## src/design/b64e_pkg.sv

```systemverilog
// Shared types, constants and the character mapping function of the Base64 encoder.
`default_nettype none
package b64e_pkg;

	// Depth of the group queue between front and back
	localparam int QUEUE_DEPTH = 2;

	// ASCII code of the pad character
	localparam logic [7:0] PAD_CHAR = 8'h3D;

	// One three-byte group as handed from front to back
	typedef struct packed {
		logic [23:0] bytes;   // first byte in bits 23..16, zero filled
		logic [1:0]  phase;   // bytes in the group minus one
		logic        eom;     // group closes the message
	} group_t;

	// Map a six-bit value onto the standard alphabet
	function automatic logic [7:0] sextet_char(input logic [5:0] v);
		logic [7:0] w;
		logic [7:0] c;
		w = {2'b00, v};
		if (v < 6'd26) begin
			c = w + 8'd65;
		end else if (v < 6'd52) begin
			c = w + 8'd71;
		end else if (v < 6'd62) begin
			c = w - 8'd4;
		end else if (v == 6'd62) begin
			c = 8'h2B;
		end else begin
			c = 8'h2F;
		end
		return c;
	endfunction

endpackage
`default_nettype wire

```

## src/design/b64e_front.sv

```systemverilog
// Front part: gathers input bytes into groups of three and pushes closed groups.
`default_nettype none
module b64e_front (
	input  wire                 clk,
	input  wire                 arst_n,
	input  wire                 in_valid,
	output logic                in_ready,
	input  wire  [7:0]          in_byte,
	input  wire                 in_eom,
	input  wire                 queue_full,
	output logic                push,
	output b64e_pkg::group_t    push_group
);
	import b64e_pkg::*;

	logic [1:0]  phase_q;
	logic [15:0] held_q;
	logic        accept;
	logic        close;
	logic [7:0]  b0;
	logic [7:0]  b1;
	logic [7:0]  b2;

	// Every item needs a free queue slot in case it closes a group
	assign in_ready = !queue_full;
	assign accept   = in_valid && in_ready;
	assign close    = (phase_q == 2'd2) || in_eom;

	// Place the new byte behind the held ones
	always_comb begin
		b0 = 8'h00;
		b1 = 8'h00;
		b2 = 8'h00;
		case (phase_q)
			2'd1: begin
				b0 = held_q[15:8];
				b1 = in_byte;
			end
			2'd2: begin
				b0 = held_q[15:8];
				b1 = held_q[7:0];
				b2 = in_byte;
			end
			default: begin
				b0 = in_byte;
			end
		endcase
	end

	assign push             = accept && close;
	assign push_group.bytes = {b0, b1, b2};
	assign push_group.phase = (phase_q == 2'd3) ? 2'd0 : phase_q;
	assign push_group.eom   = in_eom;

	// Group phase
	always_ff @(posedge clk or negedge arst_n) begin
		if (!arst_n) begin
			phase_q <= 2'd0;
		end else if (accept) begin
			if (close) begin
				phase_q <= 2'd0;
			end else begin
				phase_q <= push_group.phase + 2'd1;
			end
		end
	end

	// Held bytes of an open group
	always_ff @(posedge clk) begin
		if (accept && !close) begin
			held_q <= {b0, b1};
		end
	end

endmodule
`default_nettype wire

```

## src/design/b64e_queue.sv

```systemverilog
// Short queue of closed groups between front and back.
`default_nettype none
module b64e_queue #(
	parameter int DEPTH = b64e_pkg::QUEUE_DEPTH
) (
	input  wire                 clk,
	input  wire                 arst_n,
	input  wire                 push,
	input  b64e_pkg::group_t    push_group,
	input  wire                 pop,
	output b64e_pkg::group_t    head,
	output logic                empty,
	output logic                full
);
	import b64e_pkg::*;

	localparam int PW = (DEPTH > 1) ? $clog2(DEPTH) : 1;
	localparam int CW = $clog2(DEPTH + 1);
	localparam logic [PW-1:0] LAST_SLOT = PW'(DEPTH - 1);
	localparam logic [CW-1:0] FULL_CNT  = CW'(DEPTH);

	group_t          slots_q [DEPTH];
	logic [PW-1:0]   wr_q;
	logic [PW-1:0]   rd_q;
	logic [CW-1:0]   cnt_q;

	assign empty = (cnt_q == '0);
	assign full  = (cnt_q == FULL_CNT);
	assign head  = slots_q[rd_q];

	// Slot storage
	always_ff @(posedge clk) begin
		if (push) begin
			slots_q[wr_q] <= push_group;
		end
	end

	// Pointers and fill count
	always_ff @(posedge clk or negedge arst_n) begin
		if (!arst_n) begin
			wr_q  <= '0;
			rd_q  <= '0;
			cnt_q <= '0;
		end else begin
			if (push) begin
				wr_q <= (wr_q == LAST_SLOT) ? '0 : wr_q + PW'(1);
			end
			if (pop) begin
				rd_q <= (rd_q == LAST_SLOT) ? '0 : rd_q + PW'(1);
			end
			if (push && !pop) begin
				cnt_q <= cnt_q + CW'(1);
			end else if (pop && !push) begin
				cnt_q <= cnt_q - CW'(1);
			end
		end
	end

endmodule
`default_nettype wire

```

## src/design/b64e_back.sv

```systemverilog
// Back part: turns the queued group into four characters, one per cycle unless stalled.
`default_nettype none
module b64e_back (
	input  wire                 clk,
	input  wire                 arst_n,
	input  b64e_pkg::group_t    head,
	input  wire                 empty,
	output logic                pop,
	output logic                out_valid,
	input  wire                 out_ready,
	output logic [7:0]          out_char,
	output logic                out_last
);
	import b64e_pkg::*;

	logic [1:0] idx_q;
	logic       valid_q;
	logic [7:0] char_q;
	logic       last_q;
	logic       advance;
	logic [5:0] sextet;
	logic       is_pad;
	logic [7:0] next_char;

	// Output slot frees when empty or taken this cycle
	assign advance = !empty && (!valid_q || out_ready);
	assign pop     = advance && (idx_q == 2'd3);

	// Pick the six bits of the current character
	always_comb begin
		case (idx_q)
			2'd0:    sextet = head.bytes[23:18];
			2'd1:    sextet = head.bytes[17:12];
			2'd2:    sextet = head.bytes[11:6];
			default: sextet = head.bytes[5:0];
		endcase
	end

	assign is_pad    = {1'b0, idx_q} > ({1'b0, head.phase} + 3'd1);
	assign next_char = is_pad ? PAD_CHAR : sextet_char(sextet);

	// Character index and output valid
	always_ff @(posedge clk or negedge arst_n) begin
		if (!arst_n) begin
			idx_q   <= 2'd0;
			valid_q <= 1'b0;
		end else begin
			if (advance) begin
				idx_q   <= idx_q + 2'd1;
				valid_q <= 1'b1;
			end else if (out_ready) begin
				valid_q <= 1'b0;
			end
		end
	end

	// Output payload
	always_ff @(posedge clk) begin
		if (advance) begin
			char_q <= next_char;
			last_q <= head.eom && (idx_q == 2'd3);
		end
	end

	assign out_valid = valid_q;
	assign out_char  = char_q;
	assign out_last  = last_q;

endmodule
`default_nettype wire

```

## src/design/base64_encoder.sv

```systemverilog
// Top level of the streaming Base64 encoder.
// Takes one byte per item, tlast on the final byte of a message, and gives
// one ASCII character per item of the standard alphabet with '=' padding; tlast
// marks the final character. Input is taken every cycle while the group queue
// has room; the output port gives one character per cycle while m_tready takes it.
// With the back part idle, a group that closes is first written into the queue,
// and its first character is then registered in the back part's output slot.
`default_nettype none
module base64_encoder #(
	parameter int QUEUE_DEPTH = b64e_pkg::QUEUE_DEPTH
) (
	input  wire         clk,
	input  wire         arst_n,
	input  wire         s_tvalid,
	output logic        s_tready,
	input  wire  [7:0]  s_tdata,   // [7:0] data_byte
	input  wire         s_tlast,   // end_of_message
	output logic        m_tvalid,
	input  wire         m_tready,
	output logic [7:0]  m_tdata,   // [7:0] out_char
	output logic        m_tlast    // last_char
);
	import b64e_pkg::*;

	logic   queue_full;
	logic   queue_empty;
	logic   push;
	logic   pop;
	group_t push_group;
	group_t head;

	b64e_front u_front (
		.clk        (clk),
		.arst_n     (arst_n),
		.in_valid   (s_tvalid),
		.in_ready   (s_tready),
		.in_byte    (s_tdata),
		.in_eom     (s_tlast),
		.queue_full (queue_full),
		.push       (push),
		.push_group (push_group)
	);

	b64e_queue #(
		.DEPTH (QUEUE_DEPTH)
	) u_queue (
		.clk        (clk),
		.arst_n     (arst_n),
		.push       (push),
		.push_group (push_group),
		.pop        (pop),
		.head       (head),
		.empty      (queue_empty),
		.full       (queue_full)
	);

	b64e_back u_back (
		.clk       (clk),
		.arst_n    (arst_n),
		.head      (head),
		.empty     (queue_empty),
		.pop       (pop),
		.out_valid (m_tvalid),
		.out_ready (m_tready),
		.out_char  (m_tdata),
		.out_last  (m_tlast)
	);

endmodule
`default_nettype wire

```

## config.mk

```make
export PLATFORM = sky130hd
export DESIGN_NAME = base64_encoder
export DESIGN_NICKNAME = d
export VERILOG_FILES = /design/src/design/b64e_pkg.sv /design/src/design/b64e_front.sv /design/src/design/b64e_queue.sv /design/src/design/b64e_back.sv /design/src/design/base64_encoder.sv
export SDC_FILE = /design/constraint.sdc
export NUM_CORES = 1
export LEC_CHECK = 0
export ABC_AREA = 1
export BUFFER_PORTS_ARGS = -buffer_cell sky130_fd_sc_hd__buf_4
export CAP_MARGIN = 20
export CELL_PAD_IN_SITES_DETAIL_PLACEMENT = 0
export CELL_PAD_IN_SITES_GLOBAL_PLACEMENT = 2
export CORE_MARGIN = 8
export CORE_UTILIZATION = 45
export CTS_BUF_LIST = sky130_fd_sc_hd__clkbuf_4
export DETAILED_ROUTE_END_ITERATION = 10
export PLACE_DENSITY_LB_ADDON = 0.1
export SLEW_MARGIN = 20
export SYNTH_ARGS = -nofsm -noshare
export SYNTH_HDL_FRONTEND = slang
export SYNTH_SLANG_ARGS = --single-unit
```

## constraint.sdc

```tcl
create_clock -name clk -period 4.7 [get_ports clk]
set_clock_uncertainty 0.2 [all_clocks]
set_input_delay 0.94 -clock clk [delete_from_list [all_inputs] [get_ports clk]]
set_output_delay 0.94 -clock clk [all_outputs]
set_load 0.01 [all_outputs]
```

==> results of run 1 <==
-- worst reg2reg max path, delay by kind of cell (launching register included) --
family,cells,cell delay (ps)
flops,1,780
buf+inv,6,650
simple gates,4,640
fa+ha+maj,2,560
compound gates,2,170
-- metal layers --
metal / track usage [%] / vias up
li1: - / 1433
met1: 18.42 / 1254
met2: 21.75 / 29
met3: 2.941 / 9
met4: 6.042 / 0
met5: 0 / -
-- kinds of logic after synthesis --
family / Yosys count / synth area share, %
AOI/OAI and AO/OA: 42 / 5.521
and+or+nand+nor: 189 / 20.44
xor gates and xnor gates: 7 / 1.387
muxes: 8 / 2.039
adders and majority gates: 19 / 5.379
DFF: 88 / 58.78
buffers and inverters: 62 / 6.455
-- registers in the layout, indices dropped and copies added, names as in the netlist --
name              count
u_back.out_char       8
u_back.out_valid      1
u_back.out_last       1
u_queue.slots_q      54
u_back.idx_q          2
u_front.held_q       16
u_queue.rd_q          1
u_front.phase_q       2
u_queue.wr_q          1
u_queue.cnt_q         2
-- placed cells by master, fill, tap and decap left out, types with 5 or more instances in the layout --
master    netlist  layout
nand2_4         6       6
clkbuf_4        0       9
buf_4           2      26
o21ai_0         9       9
dfrtp_1         9       9
nand2_2        11      11
edfxtp_1       79      79
ha_1           19      19
nor2_1         15      13
xor2_1          5       5
a21oi_1        19      19
mux2_2          8       8
nand3_1        19      19
nand2_1       123     123
inv_1          44      44
-- stage by stage --
step | utilization (%) | std cells | area, µm²
floorplan | - | 415 | 4419
global placement | 48.60 | 561 | 4684
detailed placement | 48.60 | 561 | 4684
CTS | 49.92 | 577 | 4812
global route | 49.92 | 577 | 4812
finish | 49.92 | 577 | 4812
-- final timing paths --
check,from,to,cells past startpoint
min reg2reg,u_queue.cnt_q[0]$_DFFE_PN0P_,u_queue.cnt_q[0]$_DFFE_PN0P_,1
min,arst_n,u_back.idx_q[1]$_DFFE_PN0P_,1
max in group asynchronous,arst_n,u_queue.rd_q$_DFFE_PN0P_,1
max reg2reg,u_queue.rd_q$_DFFE_PN0P_,u_back.out_char[2]$_SDFFCE_PN1P_,14
max,u_queue.rd_q$_DFFE_PN0P_,u_back.out_char[2]$_SDFFCE_PN1P_,14
min in group clk,u_queue.cnt_q[0]$_DFFE_PN0P_,u_queue.cnt_q[0]$_DFFE_PN0P_,1
-- area by class of cell --
class / count / share of cell area [%]
sequential: 88 / 53.98
multi-input combinational: 265 / 32.03
timing repair buffer: 26 / 4.056
inverter: 49 / 3.822
tap: 133 / 3.458
clock buffer: 9 / 1.404
clock inverter: 7 / 1.248
==> results.json, run 1 <==
{
  "status": "finished, final reports clean",
  "multi_input_area_um2": 1541,
  "hp-class": "primary input to asynchronous set/reset pin",
  "drc": 0,
  "clock-sinks": 88,
  "std_cell_rows": 36,
  "yosysMostFrequentCell": "nand2_1",
  "fmax_mhz": 314.0,
  "grt_pass1_vias": 2772,
  "area_growth_syn_to_layout_pct": 8.890,
  "core_um2": 9639,
  "synth.distinct_cells": 35,
  "firstDrtPassIters": 5,
  "synthArstFlopShare_pct": 10.23,
  "wl_per_cell_um": 14.43,
  "dpl_worst_slack_ps": 1492,
  "cts_buffers": 9,
  "antenna_found_initial": 0,
  "synth_edf_count": 79,
  "ys_seq_area_share_pct": 58.78,
  "r2r_setup_slack_ps": 1520,
  "grt_max_degree": 28,
  "cp.buffers_inverters": 6,
  "die_y_um": 115.1,
  "synth.area.top_cells": "edfxtp_1, nand2_1, ha_1",
  "finalHoldViolCount": 0,
  "yosys_register_bits": 88,
  "cts_max_level": 3,
  "clock-root-buffer": "clkbuf_4",
  "max-slew-margin-rel_pct": 56.48,
  "io_pins": 24,
  "synth_top_area_share_pct": 53.68,
  "syn_inst": 415,
  "worst-path-max-fanout": 21,
  "ctsHoldBuffers": 0,
  "syn_nets": 447,
  "die_area_um2": 13250,
  "synth_top_area_cell": "edfxtp_1",
  "wirelength_um": 8326,
  "final.min_clock_period_ps": 3185,
  "cts_tree": "done",
  "worstMarginPinSlew_ps": 652.7,
  "port_buffers": 23,
  "num-fill-cells": 927,
  "clock_latency_ps": 420,
  "die_w_um": 115.1,
  "yosysWarningCount": 0,
  "overflow": 0,
  "highest_layer": "met4",
  "cp.arrival_ps": 3190,
  "cts_resized": 0,
  "cap_violations": 0,
  "crit_path_max_incr_delay_ps": 780,
  "dp.final_hpwl_um": 6176,
  "diodes": 0,
  "gr-usage-all-layers_pct": 13.96,
  "synth.avg_cell_area_um2": 10.65,
  "synth_top_cells_by_count": "nand2_1, edfxtp_1, inv_1",
  "drt_iter0_markers": 130,
  "dr_wl_met3_um": 175,
  "cts.path.max_buffers": 2,
  "met2_wirelength_um": 3865,
  "layout-drive-gt1-share_pct": 19.82,
  "nets": 471,
  "whs_ps": 109.6,
  "path_clk_slew_ps": 150,
  "critPathSlowestCell": "dfrtp_1",
  "critPathKind": "flop to flop",
  "routed_via_density": 4.723,
  "wl_met1_um": 4174,
  "syn_area_um2": 4419,
  "cp-end-kind": "flop",
  "finalSetupViolations": 0,
  "tns_ps": 0,
  "crit_chain": "inv_2, or2_2, o21ai_0, inv_1, ha_1, inv_1, ha_1, inv_1, o21bai_1, and2_2, inv_1, nand2_1, clkinv_1, nand2_1",
  "rsz0062_at_grt": "no",
  "start_kind": "flop",
  "gp_congestion": 0.7580,
  "grt_pass1_wl_um": 14170,
  "fin_ws_ps": 1515,
  "vias": 2725,
  "ff_latch_area_um2": 2597,
  "crit_required_ps": 4700,
  "cts_setup_buffers": 0,
  "detail-route-antenna-nets": 0,
  "cp_top_family": "flip-flops",
  "synth_ff_type": "edfxtp_1",
  "cp_common_cell": "inv_1",
  "slew_viol_final": 0,
  "finalCritPeriodShare_pct": 67.76,
  "start_util_pct": 45.85
}
Power of run 1 is not shown: default switching activity piles up to over one toggle a cycle in this logic, so the estimate is an artifact.
==> run 2: changes to the inputs <==
--- a/config.mk
+++ b/config.mk
@@ -11,7 +11,7 @@
 export CELL_PAD_IN_SITES_DETAIL_PLACEMENT = 0
 export CELL_PAD_IN_SITES_GLOBAL_PLACEMENT = 2
 export CORE_MARGIN = 8
-export CORE_UTILIZATION = 45
+export CORE_UTILIZATION = 42
 export CTS_BUF_LIST = sky130_fd_sc_hd__clkbuf_4
 export DETAILED_ROUTE_END_ITERATION = 10
 export PLACE_DENSITY_LB_ADDON = 0.1
==> constraint.sdc (replaced) <==
create_clock -name clk -period 3.2 [get_ports clk]
set_clock_uncertainty 0.2 [all_clocks]
set_input_delay 0.64 -clock clk [delete_from_list [all_inputs] [get_ports clk]]
set_output_delay 0.64 -clock clk [all_outputs]
set_load 0.01 [all_outputs]
==> results.json, run 2 (synthesized netlist as in run 1, its figures left out) <==
{
  "leakagePower_nw": 2.056,
  "pwr-share-seq_pct": 33.3,
  "cts_max_level": 3,
  "dp_cells": 569,
  "clock-root-buffer": "clkbuf_4",
  "cp-end-kind": "flop",
  "wl_per_cell_um": 15.15,
  "peakVddDrop_mv": 0.5226,
  "critPathSlowestCell": "dfrtp_1",
  "fin_ws_ps": 288.7,
  "die_w_um": 118.6,
  "power_density_nw_per_um2": 1138,
  "cp.arrival_ps": 2880,
  "regToRegStartpoint": "u_back.idx_q[1]$_DFFE_PN0P_",
  "layout.cells.non_filler": 586,
  "drc": 0,
  "clock-sinks": 88,
  "diodes": 0,
  "firstDrtPassIters": 4,
  "max-slew-margin-rel_pct": 56.24,
  "r2r_setup_slack_ps": 290,
  "finalCritPeriodShare_pct": 90.98,
  "status": "finished, final reports clean",
  "detail-route-antenna-nets": 0,
  "clock_latency_ps": 430,
  "start_util_pct": 43.00,
  "worst-path-max-fanout": 12,
  "whs_ps": 206.9,
  "io_pins": 24,
  "hold_path.startpoint": "s_tlast",
  "cp.buffers_inverters": 4,
  "hp-class": "primary input to flop",
  "wirelength_um": 8877,
  "routed_via_density": 4.696,
  "grt_pass1_wl_um": 14920,
  "slew_viol_final": 0,
  "internal_power_mw": 3.043,
  "power.switching_mw": 2.506,
  "final.min_clock_period_ps": 2911,
  "std_cell_rows": 37,
  "worstMarginPinSlew_ps": 655.7,
  "tns_ps": 0,
  "core_um2": 10280,
  "finalHoldViolCount": 0,
  "gr-usage-all-layers_pct": 13.40,
  "drt_iter0_markers": 188,
  "fmax_mhz": 343.5,
  "layout_commonest_cell": "nand2_1",
  "crit_path_max_incr_delay_ps": 480,
  "netSwitchingFraction_pct": 45.16,
  "num-fill-cells": 1012,
  "gp_congestion": 0.8144,
  "worstHoldPathCells": 1,
  "overflow": 0,
  "die_y_um": 118.6,
  "antenna_found_initial": 0,
  "crit_chain": "inv_1, ha_1, nand2_1, nand2_1, inv_1, nand2_1, nand2_1, nand2_1, nand2_2, ha_1, inv_1, nand3_4, inv_2, nand2_1, nand2_1, o211ai_1",
  "vias": 2752,
  "largest_register_ffs": 54,
  "clkPwrFrac_pct": 11.2,
  "critPathKind": "flop to flop",
  "path_clk_slew_ps": 150,
  "final_cell_mix": "nand2_1, edfxtp_1, inv_1",
  "holdPathEnd": "u_queue.slots_q[0][0]$_DFFE_PP_",
  "die_area_um2": 14060,
  "placed_cell_area_um2": 4726,
  "port_buffers": 23,
  "finalSetupViolations": 0,
  "design_area_um2": 4875,
  "cts.path.max_buffers": 2,
  "top_register": "u_queue.slots_q",
  "area_growth_syn_to_layout_pct": 10.31,
  "cp_common_cell": "nand2_1",
  "cts_tree": "done",
  "cts_buffers": 9,
  "crit_required_ps": 3170,
  "cap_violations": 0,
  "grt_max_degree": 28,
  "grt_pass1_vias": 2905,
  "dpl_worst_slack_ps": 302.2,
  "pwr-share-comb_pct": 55.5,
  "finalPower_mw": 5.549,
  "cp_top_family": "simple AND/OR/NAND/NOR gates",
  "start_kind": "flop",
  "layout-drive-gt1-share_pct": 20.67,
  "ff2ff_path_depth": 16,
  "r2r-end": "u_back.out_char[0]$_SDFFCE_PN1P_",
  "nets": 477,
  "rsz0062_at_grt": "no",
  "dp.final_hpwl_um": 6479,
  "fin_util_pct": 47.43
}
-- run 2: cell types whose count changed in the layout (fill, tap and decap cells not counted) --
cell,previous run,this run
inv_6,3,1
bufinv_16,0,1
dlygate4sd3_1,0,1
clkinv_2,0,1
inv_8,2,0
buf_4,26,31
clkinvlp_4,1,2
clkinv_4,0,1
-- run 2: cell type report --
type,instances,area [µm²],area share [%]
clock buffers,9,67.56,1.386
clock inverters,7,71.32,1.463
inverters,49,183.9,3.773
multi-input cells,265,1541,31.62
flip-flops and latches,88,2597,53.29
well taps,136,170.2,3.491
repair buffers,32,242.7,4.979
-- run 2: power by group through the flow --
stage | Combinational, mW | Clock [mW] | Sequential (mW)
after global placement | 3.15 | 0 | 1.87
final | 3.08 | 0.621 | 1.85
after global routing | 3.51 | 0.685 | 1.88
after CTS | 3.15 | 0.645 | 1.85
after detailed placement | 3.13 | 0 | 1.88
after floorplan | 2.34 | 0 | 1.88
-- run 2: how the worst max path moves through the flow --
stage / start / cells past startpoint / slack, ps / endpoint
after floorplan: u_front.phase_q[0]$_DFFE_PN0P_ / 7 / 250 / u_queue.slots_q[1][0]$_DFFE_PP_
after CTS: u_back.idx_q[0]$_DFFE_PN0P_ / 16 / 260 / u_back.out_char[0]$_SDFFCE_PN1P_
after detailed placement: u_back.idx_q[0]$_DFFE_PN0P_ / 16 / 300 / u_back.out_char[0]$_SDFFCE_PN1P_
after global routing: u_back.idx_q[0]$_DFFE_PN0P_ / 16 / 30 / u_back.out_char[0]$_SDFFCE_PN1P_
after global placement: u_back.idx_q[1]$_DFFE_PN0P_ / 16 / 310 / u_back.out_char[0]$_SDFFCE_PN1P_
final: u_back.idx_q[1]$_DFFE_PN0P_ / 16 / 290 / u_back.out_char[0]$_SDFFCE_PN1P_
-- run 2: repair_timing --
item / CTS / global route
endpoints found under the hold margin: 9 / 0
hold buffers: 1 / 0
setup buffers: 0 / 0
resized for setup: 0 / 0
-- run 2: per-layer routing --
layer | GRT usage (%) | share of wire, % | vias up
li1 | - | - | 1433
met4 | 4.032 | 0.70 | 0
met5 | 0 | 0 | -
met2 | 21.69 | 48 | 20
met1 | 17.56 | 48 | 1295
met3 | 2.999 | 2.7 | 4
-- run 2: worst register-to-register path, stage by stage (launching register included) --
cell and delay, ps:
dfrtp_1 480, inv_1 120, ha_1 480, nand2_1 130
nand2_1 80, inv_1 40, nand2_1 70, nand2_1 50
nand2_1 70, nand2_2 110, ha_1 220, inv_1 100
nand3_4 140, inv_2 120, nand2_1 80, nand2_1 60
o211ai_1 90
(Power assumes the default switching activity.)
